==> src/design/dps_pkg.sv <==
`default_nettype none
package dps_pkg;

  localparam int NumSlotsDefault = 8;

  localparam int InDataW  = 24;
  localparam int OutDataW = 48;
  localparam int EntryW   = 25;

  localparam logic OpLoad = 1'b0;
  localparam logic OpTick = 1'b1;

  localparam logic [1:0] KindLoadOk  = 2'd0;
  localparam logic [1:0] KindLoadRej = 2'd1;
  localparam logic [1:0] KindRan     = 2'd2;
  localparam logic [1:0] KindIdle    = 2'd3;

  localparam logic signed [8:0] PrioFloor = -9'sd255;

  typedef enum logic [1:0] {
    StIdle,
    StScan,
    StLast,
    StCommit
  } state_e;

  typedef struct packed {
    logic start;
    logic scan;
    logic commit;
  } dps_cmd_t;

  typedef struct packed {
    logic in_op;
    logic scan_last;
    logic out_free;
  } dps_sts_t;

endpackage
`default_nettype wire

==> src/design/dps_ram.sv <==
`default_nettype none
module dps_ram #(
  parameter int Width = 8,
  parameter int Depth = 8
) (
  input  wire logic                     clk_i,
  input  wire logic                     we_i,
  input  wire logic [$clog2(Depth)-1:0] waddr_i,
  input  wire logic [Width-1:0]         wdata_i,
  input  wire logic                     re_i,
  input  wire logic [$clog2(Depth)-1:0] raddr_i,
  output logic      [Width-1:0]         rdata_o
);

  logic [Width-1:0] mem_q [Depth];

  always_ff @(posedge clk_i) begin
    if (we_i) begin
      mem_q[waddr_i] <= wdata_i;
    end
    if (re_i) begin
      rdata_o <= mem_q[raddr_i];
    end
  end

endmodule
`default_nettype wire

==> src/design/dps_ctrl.sv <==
`default_nettype none
module dps_ctrl import dps_pkg::*; (
  input  wire logic     clk_i,
  input  wire logic     rst_ni,
  input  wire logic     in_valid_i,
  output logic          in_ready_o,
  input  wire dps_sts_t sts_i,
  output dps_cmd_t      cmd_o
);

  state_e state_q, state_d;

  always_ff @(posedge clk_i or negedge rst_ni) begin
    if (!rst_ni) begin
      state_q <= StIdle;
    end else begin
      state_q <= state_d;
    end
  end

  always_comb begin
    state_d    = state_q;
    cmd_o      = '0;
    in_ready_o = 1'b0;
    case (state_q)
      StIdle: begin
        in_ready_o = 1'b1;
        if (in_valid_i) begin
          cmd_o.start = 1'b1;
          state_d     = (sts_i.in_op == OpTick) ? StScan : StCommit;
        end
      end
      StScan: begin
        cmd_o.scan = 1'b1;
        if (sts_i.scan_last) begin
          state_d = StLast;
        end
      end
      StLast: begin
        state_d = StCommit;
      end
      StCommit: begin
        if (sts_i.out_free) begin
          cmd_o.commit = 1'b1;
          state_d      = StIdle;
        end
      end
      default: begin
        state_d = StIdle;
      end
    endcase
  end

endmodule
`default_nettype wire

==> src/design/dps_datapath.sv <==
`default_nettype none
module dps_datapath import dps_pkg::*; #(
  parameter int SLOTS = NumSlotsDefault
) (
  input  wire logic                clk_i,
  input  wire logic                rst_ni,
  input  wire logic [InDataW-1:0]  in_tdata_i,
  input  wire logic                in_tuser_i,
  input  wire dps_cmd_t            cmd_i,
  output dps_sts_t                 sts_o,
  output logic                     out_tvalid_o,
  input  wire logic                out_tready_i,
  output logic [OutDataW-1:0]      out_tdata_o,
  output logic [1:0]               out_tuser_o
);

  localparam int IdxW = $clog2(SLOTS);
  localparam int CntW = $clog2(SLOTS + 1);

  logic                    op_q;
  logic [7:0]              id_q, rt_q, pi_q;
  logic [SLOTS-1:0]        valid_q, valid_d;
  logic [CntW-1:0]         scan_cnt_q;
  logic                    cmp_en_q;
  logic [IdxW-1:0]         cmp_idx_q;
  logic                    best_found_q;
  logic [IdxW-1:0]         best_idx_q;
  logic [7:0]              best_id_q, best_time_q;
  logic signed [8:0]       best_prio_q;
  logic [15:0]             turns_q, turns_d;
  logic                    out_valid_q;
  logic [OutDataW-1:0]     out_data_q, out_data_d;
  logic [1:0]              out_kind_q, out_kind_d;

  logic                    ram_we;
  logic [IdxW-1:0]         ram_waddr;
  logic [EntryW-1:0]       ram_wdata, ram_rdata;
  logic [7:0]              rd_id, rd_time;
  logic signed [8:0]       rd_prio;

  logic [IdxW-1:0]         free_idx;
  logic                    full;
  logic [7:0]              new_time;
  logic signed [8:0]       new_prio;
  logic [7:0]              res_id, res_time;
  logic signed [8:0]       res_prio;
  logic                    res_fin, res_ran;

  dps_ram #(
    .Width(EntryW),
    .Depth(SLOTS)
  ) u_ram (
    .clk_i  (clk_i),
    .we_i   (ram_we),
    .waddr_i(ram_waddr),
    .wdata_i(ram_wdata),
    .re_i   (cmd_i.scan),
    .raddr_i(scan_cnt_q[IdxW-1:0]),
    .rdata_o(ram_rdata)
  );

  assign rd_id   = ram_rdata[7:0];
  assign rd_time = ram_rdata[15:8];
  assign rd_prio = $signed(ram_rdata[24:16]);

  always_comb begin
    free_idx = '0;
    for (int i = SLOTS - 1; i >= 0; i--) begin
      if (!valid_q[i]) begin
        free_idx = IdxW'(i);
      end
    end
  end

  assign full     = &valid_q;
  assign new_time = best_time_q - 8'd1;
  assign new_prio = (best_prio_q > PrioFloor) ? best_prio_q - 9'sd1 : best_prio_q;

  assign sts_o.in_op     = in_tuser_i;
  assign sts_o.scan_last = (scan_cnt_q == CntW'(SLOTS - 1));
  assign sts_o.out_free  = !out_valid_q || out_tready_i;

  always_comb begin
    valid_d    = valid_q;
    turns_d    = turns_q;
    ram_we     = 1'b0;
    ram_waddr  = best_idx_q;
    ram_wdata  = {new_prio, new_time, best_id_q};
    out_kind_d = KindIdle;
    res_id     = '0;
    res_time   = '0;
    res_prio   = '0;
    res_fin    = 1'b0;
    res_ran    = 1'b0;
    if (op_q == OpLoad) begin
      res_id = id_q;
      if (full) begin
        out_kind_d = KindLoadRej;
      end else begin
        out_kind_d = KindLoadOk;
        res_time   = rt_q;
        res_prio   = $signed({1'b0, pi_q});
        ram_we     = cmd_i.commit;
        ram_waddr  = free_idx;
        ram_wdata  = {1'b0, pi_q, rt_q, id_q};
        valid_d[free_idx] = 1'b1;
      end
    end else if (best_found_q) begin
      out_kind_d = KindRan;
      turns_d    = turns_q + 16'd1;
      res_id     = best_id_q;
      if (best_time_q == 8'd0) begin
        res_prio = best_prio_q;
        res_fin  = 1'b1;
        valid_d[best_idx_q] = 1'b0;
      end else begin
        ram_we   = cmd_i.commit;
        res_time = new_time;
        res_prio = new_prio;
        res_ran  = 1'b1;
        res_fin  = (new_time == 8'd0);
        if (new_time == 8'd0) begin
          valid_d[best_idx_q] = 1'b0;
        end
      end
    end
    out_data_d = {5'd0, turns_d, res_ran, res_fin, res_prio, res_time, res_id};
  end

  always_ff @(posedge clk_i or negedge rst_ni) begin
    if (!rst_ni) begin
      valid_q      <= '0;
      turns_q      <= '0;
      out_valid_q  <= 1'b0;
      scan_cnt_q   <= '0;
      cmp_en_q     <= 1'b0;
      best_found_q <= 1'b0;
    end else begin
      cmp_en_q <= cmd_i.scan;
      if (cmd_i.start) begin
        scan_cnt_q   <= '0;
        best_found_q <= 1'b0;
      end else if (cmd_i.scan) begin
        scan_cnt_q <= scan_cnt_q + CntW'(1);
      end
      if (cmp_en_q && valid_q[cmp_idx_q] && (!best_found_q || rd_prio > best_prio_q)) begin
        best_found_q <= 1'b1;
      end
      if (cmd_i.commit) begin
        valid_q     <= valid_d;
        turns_q     <= turns_d;
        out_valid_q <= 1'b1;
      end else if (out_tready_i) begin
        out_valid_q <= 1'b0;
      end
    end
  end

  always_ff @(posedge clk_i) begin
    if (cmd_i.start) begin
      op_q <= in_tuser_i;
      id_q <= in_tdata_i[7:0];
      rt_q <= in_tdata_i[15:8];
      pi_q <= in_tdata_i[23:16];
    end
    cmp_idx_q <= scan_cnt_q[IdxW-1:0];
    if (cmp_en_q && valid_q[cmp_idx_q] && (!best_found_q || rd_prio > best_prio_q)) begin
      best_idx_q  <= cmp_idx_q;
      best_id_q   <= rd_id;
      best_time_q <= rd_time;
      best_prio_q <= rd_prio;
    end
    if (cmd_i.commit) begin
      out_data_q <= out_data_d;
      out_kind_q <= out_kind_d;
    end
  end

  assign out_tvalid_o = out_valid_q;
  assign out_tdata_o  = out_data_q;
  assign out_tuser_o  = out_kind_q;

endmodule
`default_nettype wire

==> src/design/dynamic_priority_scheduler.sv <==
// A load word is accepted, then committed to the output register; a tick word
// is accepted, then the slot table is scanned (one table read per cycle), then
// committed. The block holds one word at a time: a new word is accepted only
// once the last one is committed. A new word is taken while a result waits;
// its commit holds until that result is taken.
// Reset clears the valid bits, the turn counter and the output valid flag.
`default_nettype none
module dynamic_priority_scheduler import dps_pkg::*; #(
  parameter int SLOTS = NumSlotsDefault
) (
  input  wire logic                clk_i,
  input  wire logic                rst_ni,
  input  wire logic                s_axis_tvalid,
  output logic                     s_axis_tready,
  // proc_id[7:0], run_time[15:8], prio_in[23:16]
  input  wire logic [InDataW-1:0]  s_axis_tdata,
  // op[0]
  input  wire logic [0:0]          s_axis_tuser,
  output logic                     m_axis_tvalid,
  input  wire logic                m_axis_tready,
  // sel_id[7:0], time_left[15:8], prio_now[24:16], finished[25], ran[26],
  // turn_count[42:27], zero[47:43]
  output logic [OutDataW-1:0]      m_axis_tdata,
  // kind[1:0]
  output logic [1:0]               m_axis_tuser
);

  dps_cmd_t cmd;
  dps_sts_t sts;

  dps_ctrl u_ctrl (
    .clk_i     (clk_i),
    .rst_ni    (rst_ni),
    .in_valid_i(s_axis_tvalid),
    .in_ready_o(s_axis_tready),
    .sts_i     (sts),
    .cmd_o     (cmd)
  );

  dps_datapath #(
    .SLOTS(SLOTS)
  ) u_datapath (
    .clk_i       (clk_i),
    .rst_ni      (rst_ni),
    .in_tdata_i  (s_axis_tdata),
    .in_tuser_i  (s_axis_tuser[0]),
    .cmd_i       (cmd),
    .sts_o       (sts),
    .out_tvalid_o(m_axis_tvalid),
    .out_tready_i(m_axis_tready),
    .out_tdata_o (m_axis_tdata),
    .out_tuser_o (m_axis_tuser)
  );

  a_scan_busy: assert property (@(posedge clk_i) disable iff (!rst_ni)
    cmd.scan |-> !s_axis_tready)
    else $error("scan while accepting");

  a_commit_free: assert property (@(posedge clk_i) disable iff (!rst_ni)
    cmd.commit |-> (!m_axis_tvalid || m_axis_tready))
    else $error("commit over a pending result");

  a_busy_after_start: assert property (@(posedge clk_i) disable iff (!rst_ni)
    cmd.start |=> !s_axis_tready)
    else $error("ready right after accept");

  a_commit_sets_valid: assert property (@(posedge clk_i) disable iff (!rst_ni)
    cmd.commit |=> m_axis_tvalid)
    else $error("result lost after commit");

endmodule
`default_nettype wire

==> config.mk <==
export PLATFORM = sky130hd
export DESIGN_NAME = dynamic_priority_scheduler
export DESIGN_NICKNAME = d
export VERILOG_FILES = /design/src/design/dps_pkg.sv /design/src/design/dps_ram.sv /design/src/design/dps_ctrl.sv /design/src/design/dps_datapath.sv /design/src/design/dynamic_priority_scheduler.sv
export SDC_FILE = /design/constraint.sdc
export NUM_CORES = 1
export LEC_CHECK = 0
export ABC_AREA = 1
export ABC_CLOCK_PERIOD_IN_PS = 3000
export BUFFER_PORTS_ARGS = -buffer_cell sky130_fd_sc_hd__buf_2
export CAP_MARGIN = 20
export CORE_MARGIN = 5
export CORE_UTILIZATION = 30
export CTS_BUF_LIST = sky130_fd_sc_hd__clkbuf_8
export CTS_CLUSTER_SIZE = 12
export DETAILED_ROUTE_END_ITERATION = 8
export GPL_TIMING_DRIVEN = 0
export PLACE_DENSITY_LB_ADDON = 0.15
export SYNTH_ARGS = -nofsm -noshare
export SYNTH_HDL_FRONTEND = slang
export SYNTH_SLANG_ARGS = --single-unit
==> constraint.sdc <==
create_clock -name clk_i -period 3 [get_ports clk_i]
set_clock_uncertainty 0.15 [all_clocks]
set_input_delay 0.45 -clock clk_i [delete_from_list [all_inputs] [get_ports clk_i]]
set_output_delay 0.45 -clock clk_i [all_outputs]
set_load 0.01 [all_outputs]
==> results of run 1 <==
[cell usage after synthesis]
library cell               number
sky130_fd_sc_hd__clkinv_1       2
sky130_fd_sc_hd__inv_1         81
sky130_fd_sc_hd__xnor2_2        1
sky130_fd_sc_hd__a21oi_2        1
sky130_fd_sc_hd__o21ai_1        4
sky130_fd_sc_hd__edfxtp_1     323
sky130_fd_sc_hd__nand2_4        2
sky130_fd_sc_hd__nand2_2        3
sky130_fd_sc_hd__o211a_1        1
sky130_fd_sc_hd__a21boi_0       1
sky130_fd_sc_hd__o21a_1         2
sky130_fd_sc_hd__buf_4          7
sky130_fd_sc_hd__dfxtp_1        3
sky130_fd_sc_hd__nor3_4         1
sky130_fd_sc_hd__nand4_1        7
sky130_fd_sc_hd__xor2_1        12
sky130_fd_sc_hd__xnor2_1        1
sky130_fd_sc_hd__nor2_2         3
sky130_fd_sc_hd__or2_2          2
sky130_fd_sc_hd__clkbuf_1      40
sky130_fd_sc_hd__nand3_1       27
sky130_fd_sc_hd__o31ai_1        3
sky130_fd_sc_hd__nor3_1        10
sky130_fd_sc_hd__conb_1         1
sky130_fd_sc_hd__o211ai_1      11
sky130_fd_sc_hd__nor3_2         1
sky130_fd_sc_hd__o22ai_1       27
sky130_fd_sc_hd__buf_1          2
sky130_fd_sc_hd__dfrtp_1       33
sky130_fd_sc_hd__inv_2          3
sky130_fd_sc_hd__o21ai_0      170
sky130_fd_sc_hd__buf_6          2
sky130_fd_sc_hd__a211oi_1       1
sky130_fd_sc_hd__o21ai_2        1
sky130_fd_sc_hd__a21o_1         1
sky130_fd_sc_hd__ha_1          19
sky130_fd_sc_hd__a31oi_1       26
sky130_fd_sc_hd__buf_2          7
sky130_fd_sc_hd__nand3b_1       1
sky130_fd_sc_hd__nand2_1      199
sky130_fd_sc_hd__a21oi_1       16
sky130_fd_sc_hd__nor2_1       210
[cell families after synthesis]
logic type               count (synthesis)  share of synthesized area
buffers and inverters                  144                     0.0397
adder cells (fa/ha/maj)                 19                     0.0160
AND/OR/NAND/NOR                        466                      0.126
flip-flops                             359                      0.712
XOR/XNOR                                14                    0.00875
AO/OA/AOI/OAI                          265                     0.0977
other                                    1                   0.000252
[what timing repair did]
item | 4_1_cts | 5_1_grt
setup buffers | 20 | 4
endpoints found under the hold margin | 60 | 0
pin swaps | 12 | 4
setup endpoints to repair | 214 | 240
cloned | 5 | 0
hold buffers | 27 | 0
gates resized for setup | 14 | 13
[final cells by class]
| cell class | count | area [sq um] | share of cell area |
|---|---|---|---|
| multi-input cells | 774 | 3910 | 0.215 |
| well taps | 664 | 831 | 0.0457 |
| clock buffers | 73 | 1000 | 0.0553 |
| inverters | 86 | 327 | 0.0180 |
| flip-flops and latches | 359 | 10600 | 0.583 |
| plain buffers | 58 | 268 | 0.0147 |
| clock inverters | 43 | 176 | 0.00971 |
| repair buffers | 137 | 1070 | 0.0591 |
[per-stage QoR]
stage               hold WS [ns]  total power, mW
detailed placement         0.251             12.0
finish                     0.127             16.4
CTS                       0.0702             16.5
floorplan                0.00441             10.0
global route               0.165             17.5
global placement           0.247             11.9
[layer usage]
| layer | vias up | GRT usage | routed length (um) |
|---|---|---|---|
| met5 | - | 0 | 0 |
| met4 | 0 | 0.0550 | 991 |
| met3 | 70 | 0.0289 | 1990 |
| met2 | 248 | 0.245 | 19100 |
| met1 | 4900 | 0.203 | 18700 |
| li1 | 4884 | - | - |
[registers in the layout (all words and copies together), names as in the netlist, 9 cells and up]
signal	flops
u_datapath.turns_q	16
u_datapath.best_prio_q	9
u_datapath.u_ram.rdata_o	25
u_datapath.u_ram.mem_q	200
u_datapath.out_tdata_o	43
[critical path: cells and delay by family (launching register included)]
kind,cells,cell delay (ns)
AOI/OAI and AO/OA,1,0.20
adders and majority gates,1,0.27
buffers and inverters,5,0.62
DFF,1,0.50
and+or+nand+nor,6,0.81
[worst min path at each step]
stage                                      endpoint  depth (start not counted)  slack (ns)                                  from
floorplan             u_ctrl.state_q[0]$_DFFE_PN0P_                          0       0.004                                rst_ni
global placement    u_datapath.cmp_idx_q[1]$_DFF_P_                          0        0.25  u_datapath.scan_cnt_q[1]$_DFFE_PN0P_
detailed placement  u_datapath.cmp_idx_q[1]$_DFF_P_                          0        0.25  u_datapath.scan_cnt_q[1]$_DFFE_PN0P_
CTS                   u_ctrl.state_q[1]$_DFFE_PN0P_                          4        0.07                         s_axis_tvalid
global route          u_ctrl.state_q[1]$_DFFE_PN0P_                          4        0.16                         s_axis_tvalid
finish                u_ctrl.state_q[1]$_DFFE_PN0P_                          4        0.13                         s_axis_tvalid
[power by group through the flow]
stage	registers [mW]	clock network, mW	logic (mW)
global route	7.26	4.65	5.57
global placement	7.29	0	4.61
floorplan	7.26	0	2.77
finish	7.17	4.23	4.97
CTS	7.18	4.40	4.95
detailed placement	7.28	0	4.73
==> results.yml, run 1 <==
logic_synthesis:
  yosys.area.top_type_share: 0.652
  synthesis.area_sq_um: 14900
  synth_top_area_cell: "sky130_fd_sc_hd__edfxtp_1"
  synth_cells: 1268
  netlist-cell-type-count: 42
  post_synth_main_area_contributors: "sky130_fd_sc_hd__edfxtp_1 (65%), sky130_fd_sc_hd__o21ai_0 (5.7%), sky130_fd_sc_hd__dfrtp_1 (5.6%), sky130_fd_sc_hd__nor2_1 (5.3%), sky130_fd_sc_hd__nand2_1 (5.0%)"
  synth.yosys.seq_area_share: 0.712
  postSynthAreaPerCell_sq_um: 11.7
  yosys_warnings: 0
  postSynthRegisterBits: 359
routing:
  drt-total-wl_mm: 40.8
  drc_errors: 0
  final_antenna_net_count: 0
  num_vias: 10100
  firstDrtPassIters: 5
  drt-wirelength-per-cell_um: 18.6
  avgViaCountPerCell: 4.60
  detail_route.iter0.violations: 590
place:
  portBuffers: 75
  placement.setup.worst_slack_ns: -0.653
  placed_cells_incl_taps: 2015
  placement.cell_area_sq_um: 16200
  dp.final_hpwl_mm: 25.4
  place_congestion: 0.805
grt:
  grt_start_max_net_pins: 55
  globalRouteTotalUtil: 0.151
  antenna_found_initial: 0
  grt_overflow: 0
  first_global_vias: 10200
  global_route_wire_length_before_repair_mm: 61.7
setup_path:
  worst_setup_path_start_kind: "flip-flop"
  worstPathCellList: "inv_2 -> ha_1 -> nand2_1 -> inv_1 -> nand2_1 -> nor2_4 -> inv_2 -> nand2_4 -> a21oi_4 -> buf_12 -> nand3_4 -> nor2_4 -> buf_12"
  reg2reg_setup_slack_ns: 0.12
  endpoint_kind: "flip-flop"
  worst_ep_required_time_ns: 3.15
  crit_path_end: "u_datapath.u_ram.mem_q[0][6]$_DFFE_PP_"
  timing.critical_path.arrival_ns: 3.03
  r2r-start: "u_datapath.best_time_q[0]$_DFFE_PP_"
  critical_path.reg2reg.endpoint: "u_datapath.u_ram.mem_q[0][6]$_DFFE_PP_"
  number_of_cells_on_the_worst_reg_to_reg_path: 13
  worst_path_max_delay_cell: "sky130_fd_sc_hd__edfxtp_1"
  critical_path.max_fanout: 13
  critical_path.max_stage_delay_ns: 0.50
  criticalPathCategory: "reg -> reg"
  critical_path_start: "u_datapath.best_time_q[0]$_DFFE_PP_"
layout:
  layout.cells.most_common: "sky130_fd_sc_hd__edfxtp_1"
  fillerInstances: 4876
  area_growth_pct: 22.2
  design.final.nets: 1530
  post_route_cells_drive_above_1_share: 0.162
  commonest_cells_after_routing_fill_and_taps_aside: "sky130_fd_sc_hd__edfxtp_1 (323), sky130_fd_sc_hd__nor2_1 (202), sky130_fd_sc_hd__nand2_1 (198)"
  antenna_cells: 0
  fin_area_sq_um: 18200
  final_cell_count_no_fill: 2194
  postLayoutCoreUtil: 0.371
sta:
  final_min_period_over_clock_period: 0.961
  timing.setup.tns_ns: 0
  timing.fmax_ghz: 0.347
  worst_slack_ns: 0.118
  slew_headroom: 0.350
  hold_violations: 0
  report.final.setup_viol: 0
  final_period_demand_of_the_worst_path_ns: 2.88
  worst_tran_pin_value_ns: 0.964
  slew_violations: 0
die:
  initial_core_util: 0.304
  die_h_um: 233
  io-pin-count: 81
  dieArea_sq_um: 54100
  die-width_um: 233
  core-area_sq_um: 49000
  row_count: 81
clock_network:
  htreeDepth: 3
  cts_root_buf: "sky130_fd_sc_hd__clkbuf_8"
  cts_buffer_depth: 3
  clock_tree_from_tritoncts: "yes"
  clk-insertion-delay-late_ns: 0.62
  clock-sinks: 359
  clk_transition_reported_paths_ns: 0.05
  numCtsBuffers: 66
power_and_ir_drop:
  comb_power_share: 0.303
  share_clk_of_total_power: 0.259
  power.switching_fraction: 0.361
  p_leak_nw: 6.89
  power.internal_mw: 10.5
  worst_vdd_rail_ir_drop_v: 0.000436
  power.switching_mw: 5.90
  power-per-cell-area_nw_per_um2: 901
  power_frac_seq: 0.438
job:
  drv_cap: 0
status:
  outcome: "finished, final reports clean"
hold_path:
  hold_class: "in -> reg"
Power figures use the tool's default switching activity.
==> inputs of run 2 (changes only) <==
Settings changed: PLACE_DENSITY set to 0.45, PLACE_DENSITY_LB_ADDON 0.15 to not set.
==> run 2 against run 1 <==
Against the previous run:
- die area did not move
- register-to-register slack gained 0.02 ns
- cell area up 0.54%
- power grew 0.11%
- critical path depth grew 1
- first-iteration DRC count is 32% higher
- combinational power hardly changed
- setup slack better by 0.016 ns
- clock-buffer cell count down 2
- sequential power barely moved
- critical path type unchanged
- largest cell class unchanged
- largest power group unchanged
==> results.yml, run 2 (same netlist as run 1, synthesis figures left out) <==
die:
  dieArea_sq_um: 54100
  io-pin-count: 81
  die-width_um: 233
  core-area_sq_um: 49000
  initial_core_util: 0.304
  row_count: 81
  die_h_um: 233
place:
  placement.cell_area_sq_um: 16200
  dp.final_hpwl_mm: 25.0
  portBuffers: 75
  placement.setup.worst_slack_ns: -0.635
  place_congestion: 0.816
  placed_cells_incl_taps: 2015
setup_path:
  worst_ep_required_time_ns: 3.16
  number_of_cells_on_the_worst_reg_to_reg_path: 14
  endpoint_kind: "flip-flop"
  worst_setup_path_start_kind: "flip-flop"
  critical_path.max_fanout: 12
  timing.critical_path.arrival_ns: 3.02
  criticalPathCategory: "reg -> reg"
clock_network:
  clock-sinks: 359
  clock_tree_from_tritoncts: "yes"
  numCtsBuffers: 67
  clk-insertion-delay-late_ns: 0.61
  cts_root_buf: "sky130_fd_sc_hd__clkbuf_8"
  cts_buffer_depth: 3
  htreeDepth: 3
  clk_transition_reported_paths_ns: 0.05
layout:
  fillerInstances: 4820
  commonest_cells_after_routing_fill_and_taps_aside: "sky130_fd_sc_hd__edfxtp_1 (323), sky130_fd_sc_hd__nor2_1 (202), sky130_fd_sc_hd__nand2_1 (198)"
  final_cell_count_no_fill: 2203
  area_growth_pct: 22.9
  fin_area_sq_um: 18300
  largest_register_ffs: 200
  postLayoutCoreUtil: 0.373
  design.final.nets: 1540
  post_route_cells_drive_above_1_share: 0.167
  regMostFlops: "u_datapath.u_ram.mem_q"
  layout.cells.most_common: "sky130_fd_sc_hd__edfxtp_1"
grt:
  grt_overflow: 0
  first_global_vias: 10300
  globalRouteTotalUtil: 0.151
  antenna_found_initial: 2
  grt_start_max_net_pins: 55
  global_route_wire_length_before_repair_mm: 61.8
sta:
  timing.fmax_ghz: 0.349
  worst_slack_ns: 0.134
  hold_violations: 0
  report.final.setup_viol: 0
  slew_headroom: 0.403
  slew_violations: 0
  final_period_demand_of_the_worst_path_ns: 2.87
  final_min_period_over_clock_period: 0.955
  timing.setup.tns_ns: 0
  rsz_0062_raised_after_global_routing: "false"
  worst_tran_pin_value_ns: 0.896
  worst_hold_slack_ns: 0.123
hold_path:
  hold_class: "in -> reg"
  min_delay_path_depth: 4
power_and_ir_drop:
  p_leak_nw: 6.91
  total_power_draw_mw: 16.4
  worst_vdd_rail_ir_drop_v: 0.000321
  power-per-cell-area_nw_per_um2: 897
routing:
  final_antenna_net_count: 0
  firstDrtPassIters: 4
  drc_errors: 0
  drt-wirelength-per-cell_um: 18.7
  num_vias: 10100
  detail_route.iter0.violations: 778
  avgViaCountPerCell: 4.58
  drt-total-wl_mm: 41.3
job:
  drv_cap: 0
status:
  outcome: "finished, final reports clean"
==> run 2: path summary, 6_finish.rpt <==
check	startpoint	endpoint	slack, ns
worst max-delay path	u_datapath.best_time_q[0]$_DFFE_PP_	u_datapath.u_ram.mem_q[4][0]$_DFFE_PP_	0.13
worst min-delay path	s_axis_tvalid	u_ctrl.state_q[0]$_DFFE_PN0P_	0.12
worst max register to register	u_datapath.best_time_q[0]$_DFFE_PP_	u_datapath.u_ram.mem_q[4][0]$_DFFE_PP_	0.13
worst min register to register	u_datapath.scan_cnt_q[1]$_DFFE_PN0P_	u_datapath.cmp_idx_q[1]$_DFF_P_	0.27
max in group asynchronous	rst_ni	u_datapath.valid_q[7]$_DFFE_PN0P_	1.83
min in group asynchronous	rst_ni	u_datapath.turns_q[13]$_DFFE_PN0P_	0.33
==> run 2: power by group <==
part           switching, mW  internal, mW
registers              0.370          6.81
logic                   3.51          1.47
clock network           2.06          2.18
total                   5.94          10.5
==> run 2: layer usage <==
| layer | vias to the layer above | track usage | part of all wire |
|---|---|---|---|
| met2 | 226 | 0.255 | 0.48 |
| met1 | 4914 | 0.198 | 0.45 |
| met5 | - | 0 | 0 |
| met4 | 0 | 0.0465 | 0.018 |
| li1 | 4904 | - | - |
| met3 | 51 | 0.0297 | 0.048 |
==> run 2: worst max-delay path, stage by stage (launching register included) <==
cell	delay [ns]
sky130_fd_sc_hd__edfxtp_1	0.47
sky130_fd_sc_hd__inv_1	0.14
sky130_fd_sc_hd__ha_2	0.24
sky130_fd_sc_hd__nand2_1	0.09
sky130_fd_sc_hd__inv_1	0.04
sky130_fd_sc_hd__nand2_1	0.13
sky130_fd_sc_hd__nor2_4	0.08
sky130_fd_sc_hd__inv_2	0.11
sky130_fd_sc_hd__nand2_4	0.13
sky130_fd_sc_hd__a21oi_4	0.20
sky130_fd_sc_hd__buf_4	0.16
sky130_fd_sc_hd__nand3_4	0.13
sky130_fd_sc_hd__nor2_4	0.18
sky130_fd_sc_hd__buf_12	0.13
sky130_fd_sc_hd__clkbuf_16	0.18
==> run 2: what timing repair did <==
item                                    CTS  global route
setup buffers                            24             7
cloned                                    5             2
hold buffers                             27             0
hold endpoints to repair                 59             0
resized for setup                        17             9
pin swaps                                13             3
endpoints found under the setup margin  221           240
==> run 2: final cells by class <==
type / instances / area (sq um) / share of cell area
clock inverter: 44 / 186 / 0.0102
multi-input combinational: 774 / 3890 / 0.213
clock buffer: 71 / 977 / 0.0535
timing repair buffer: 146 / 1200 / 0.0657
sequential: 359 / 10600 / 0.579
tap: 664 / 831 / 0.0455
buffer: 58 / 272 / 0.0149
antenna: 1 / 2.50 / 0.000137
inverter: 86 / 327 / 0.0179
==> inputs of run 3 (changes only) <==
--- a/config.mk
+++ b/config.mk
@@ -7,5 +7,5 @@
 export LEC_CHECK = 0
 export ABC_AREA = 1
-export ABC_CLOCK_PERIOD_IN_PS = 3000
+export ABC_CLOCK_PERIOD_IN_PS = 3660
 export BUFFER_PORTS_ARGS = -buffer_cell sky130_fd_sc_hd__buf_2
 export CAP_MARGIN = 20
@@ -16,5 +16,5 @@
 export DETAILED_ROUTE_END_ITERATION = 8
 export GPL_TIMING_DRIVEN = 0
-export PLACE_DENSITY = 0.45
+export PLACE_DENSITY = 0.43
 export SYNTH_ARGS = -nofsm -noshare
 export SYNTH_HDL_FRONTEND = slang
==> constraint.sdc (replaced) <==
create_clock -name clk_i -period 3.66 [get_ports clk_i]
set_clock_uncertainty 0.15 [all_clocks]
set_input_delay 0.549 -clock clk_i [delete_from_list [all_inputs] [get_ports clk_i]]
set_output_delay 0.549 -clock clk_i [all_outputs]
set_load 0.005 [all_outputs]
==> run 3 against run 2 <==
Against the previous run:
- cell area decreased by 2.6%
- non-clock buffer count decreased by 30
- critical endpoint is now u_datapath.u_ram.mem_q[0][9]$_DFFE_PP_
- clock-buffer cell count unchanged
- cell count decreased by 2.0%
- register-to-register slack improved by 0.11 ns
==> results.yml, run 3 (same netlist as run 1, synthesis figures left out) <==
clock_network:
  clk_transition_reported_paths_ns: 0.05
  numCtsBuffers: 67
  clk-insertion-delay-late_ns: 0.62
  clock_tree_from_tritoncts: "yes"
  cts_buffer_depth: 3
  htreeDepth: 3
  cts_root_buf: "sky130_fd_sc_hd__clkbuf_8"
  cts.repair_timing.setup_buffer_count: 0
  clock-sinks: 359
grt:
  global_route_wire_length_before_repair_mm: 59.8
  first_global_vias: 9945
  grt_overflow: 0
  grt_start_max_net_pins: 55
  antenna_found_initial: 1
  globalRouteTotalUtil: 0.146
place:
  placement.cell_area_sq_um: 16300
  portBuffers: 75
  place_congestion: 0.790
  placed_cells_incl_taps: 2017
  placement.setup.worst_slack_ns: -0.0491
  dp.final_hpwl_mm: 25.6
layout:
  design.final.nets: 1505
  multi_input_area_sq_um: 3780
  fillerInstances: 4819
  final_cell_count_no_fill: 2159
  antenna_cells: 0
  largest_register_ffs: 200
  layout.cells.most_common: "sky130_fd_sc_hd__edfxtp_1"
  regArea_sq_um: 10600
  post_route_cells_drive_above_1_share: 0.144
  area_growth_pct: 19.6
  regMostFlops: "u_datapath.u_ram.mem_q"
  fin_area_sq_um: 17800
  commonest_cells_after_routing_fill_and_taps_aside: "sky130_fd_sc_hd__edfxtp_1 (323), sky130_fd_sc_hd__nor2_1 (202), sky130_fd_sc_hd__nand2_1 (198)"
sta:
  final_period_demand_of_the_worst_path_ns: 3.42
  worst_hold_slack_ns: 0.0786
  slew_violations: 0
  final_min_period_over_clock_period: 0.934
  hold_violations: 0
  worst_slack_ns: 0.243
  timing.fmax_ghz: 0.293
  rsz_0062_raised_after_global_routing: "false"
  slew_headroom: 0.230
  worst_tran_pin_value_ns: 1.14
  report.final.setup_viol: 0
power_and_ir_drop:
  worst_vdd_rail_ir_drop_v: 0.000297
  power.switching_fraction: 0.354
  total_power_draw_mw: 13.2
  power_frac_seq: 0.446
  comb_power_share: 0.288
  p_leak_nw: 6.70
  power.switching_mw: 4.67
  power-per-cell-area_nw_per_um2: 742
  power.internal_mw: 8.53
  share_clk_of_total_power: 0.266
hold_path:
  hold_path_end: "u_datapath.out_tvalid_o$_DFFE_PN0P_"
  hold_class: "in -> reg"
  min_from: "m_axis_tready"
  min_delay_path_depth: 4
die:
  initial_core_util: 0.304
  dieArea_sq_um: 54100
  core-area_sq_um: 49000
  die_h_um: 233
  row_count: 81
  io-pin-count: 81
  die-width_um: 233
routing:
  firstDrtPassIters: 5
  drt-wirelength-per-cell_um: 18.3
  drc_errors: 0
  detail_route.iter0.violations: 575
  num_vias: 9783
  drt-total-wl_mm: 39.5
  final_antenna_net_count: 0
  avgViaCountPerCell: 4.53
setup_path:
  number_of_cells_on_the_worst_reg_to_reg_path: 11
  critical_path.max_fanout: 25
  critical_path_start: "u_datapath.best_time_q[0]$_DFFE_PP_"
  r2r-start: "u_datapath.best_time_q[0]$_DFFE_PP_"
  worst_ep_required_time_ns: 3.73
  timing.critical_path.arrival_ns: 3.49
  worst_setup_path_start_kind: "flip-flop"
  criticalPathCategory: "reg -> reg"
  reg2reg_setup_slack_ns: 0.24
  critical_path.reg2reg.endpoint: "u_datapath.u_ram.mem_q[0][9]$_DFFE_PP_"
  endpoint_kind: "flip-flop"
status:
  outcome: "finished, final reports clean"
job:
  drv_cap: 0
[run 3: cell types whose count changed in the layout (fill, tap and decap cells not counted), moves of 3 or more]
cell	before	now
sky130_fd_sc_hd__buf_12	12	4
sky130_fd_sc_hd__buf_4	27	7
sky130_fd_sc_hd__clkinv_2	8	3
sky130_fd_sc_hd__inv_1	100	97
sky130_fd_sc_hd__inv_6	0	3
sky130_fd_sc_hd__nand3_1	24	27
sky130_fd_sc_hd__nor2_4	14	8
sky130_fd_sc_hd__o21ai_0	162	170
sky130_fd_sc_hd__o21ai_1	12	4
[run 3: repair_timing]
action	4_1_cts	5_1_grt
pin swaps	0	1
endpoints found under the setup margin	50	50
hold buffers	26	0
resized for setup	1	1
hold endpoints to repair	58	0
[run 3: cell type report]
class	instances	share of cell area
clock buffer	71	0.0549
clock inverter	36	0.0105
tap	664	0.0467
multi-input combinational	769	0.213
sequential	359	0.595
timing repair buffer	116	0.0471
inverter	86	0.0181
buffer	58	0.0150
[run 3: worst max-delay path by stage]
stage                                              to  slack [ns]  depth (start not counted)
4_1_cts        u_datapath.u_ram.mem_q[1][3]$_DFFE_PP_        0.13                         11
5_1_grt        u_datapath.u_ram.mem_q[1][3]$_DFFE_PP_       0.003                         11
3_5_place_dp   u_datapath.u_ram.mem_q[1][9]$_DFFE_PP_       -0.05                         11
6_report       u_datapath.u_ram.mem_q[0][9]$_DFFE_PP_        0.24                         11
2_1_floorplan  u_datapath.u_ram.mem_q[0][0]$_DFFE_PP_        0.57                         11
3_3_place_gp   u_datapath.u_ram.mem_q[2][9]$_DFFE_PP_       -1.39                         11
[run 3: worst max-delay path, cell delays in order (launching register included)]
cell                       delay (ns)
sky130_fd_sc_hd__edfxtp_1        0.47
sky130_fd_sc_hd__inv_1           0.15
sky130_fd_sc_hd__ha_1            0.27
sky130_fd_sc_hd__nand2_1         0.10
sky130_fd_sc_hd__inv_1           0.05
sky130_fd_sc_hd__nand2_1         0.10
sky130_fd_sc_hd__nor2_2          0.10
sky130_fd_sc_hd__inv_2           0.14
sky130_fd_sc_hd__nand2_2         0.21
sky130_fd_sc_hd__a21oi_4         0.24
sky130_fd_sc_hd__nand3_1         0.24
sky130_fd_sc_hd__nor2_4          0.79
[run 3: power by group through the flow]
stage               Clock (mW)  Sequential (mW)  Combinational [mW]
floorplan                    0             5.89                2.26
global placement             0             5.99                3.71
detailed placement           0             5.97                3.83
CTS                       3.64             5.90                3.86
global route              3.85             5.95                4.31
finish                    3.51             5.88                3.81
[run 3: metrics by stage]
step,utilization,TNS [ns]
global placement,0.329,-248.44
finish,0.363,0
CTS,0.362,0
detailed placement,0.333,-2.11
global route,0.363,0
floorplan,-,0
[run 3: layer usage]
layer  GRT usage  vias to the layer above  routed length [um]
li1            -                     4822                   -
met1       0.194                     4684               18200
met2       0.240                      198               18600
met3      0.0318                       79                1650
met4      0.0473                        0                1060
met5           0                        -                   0
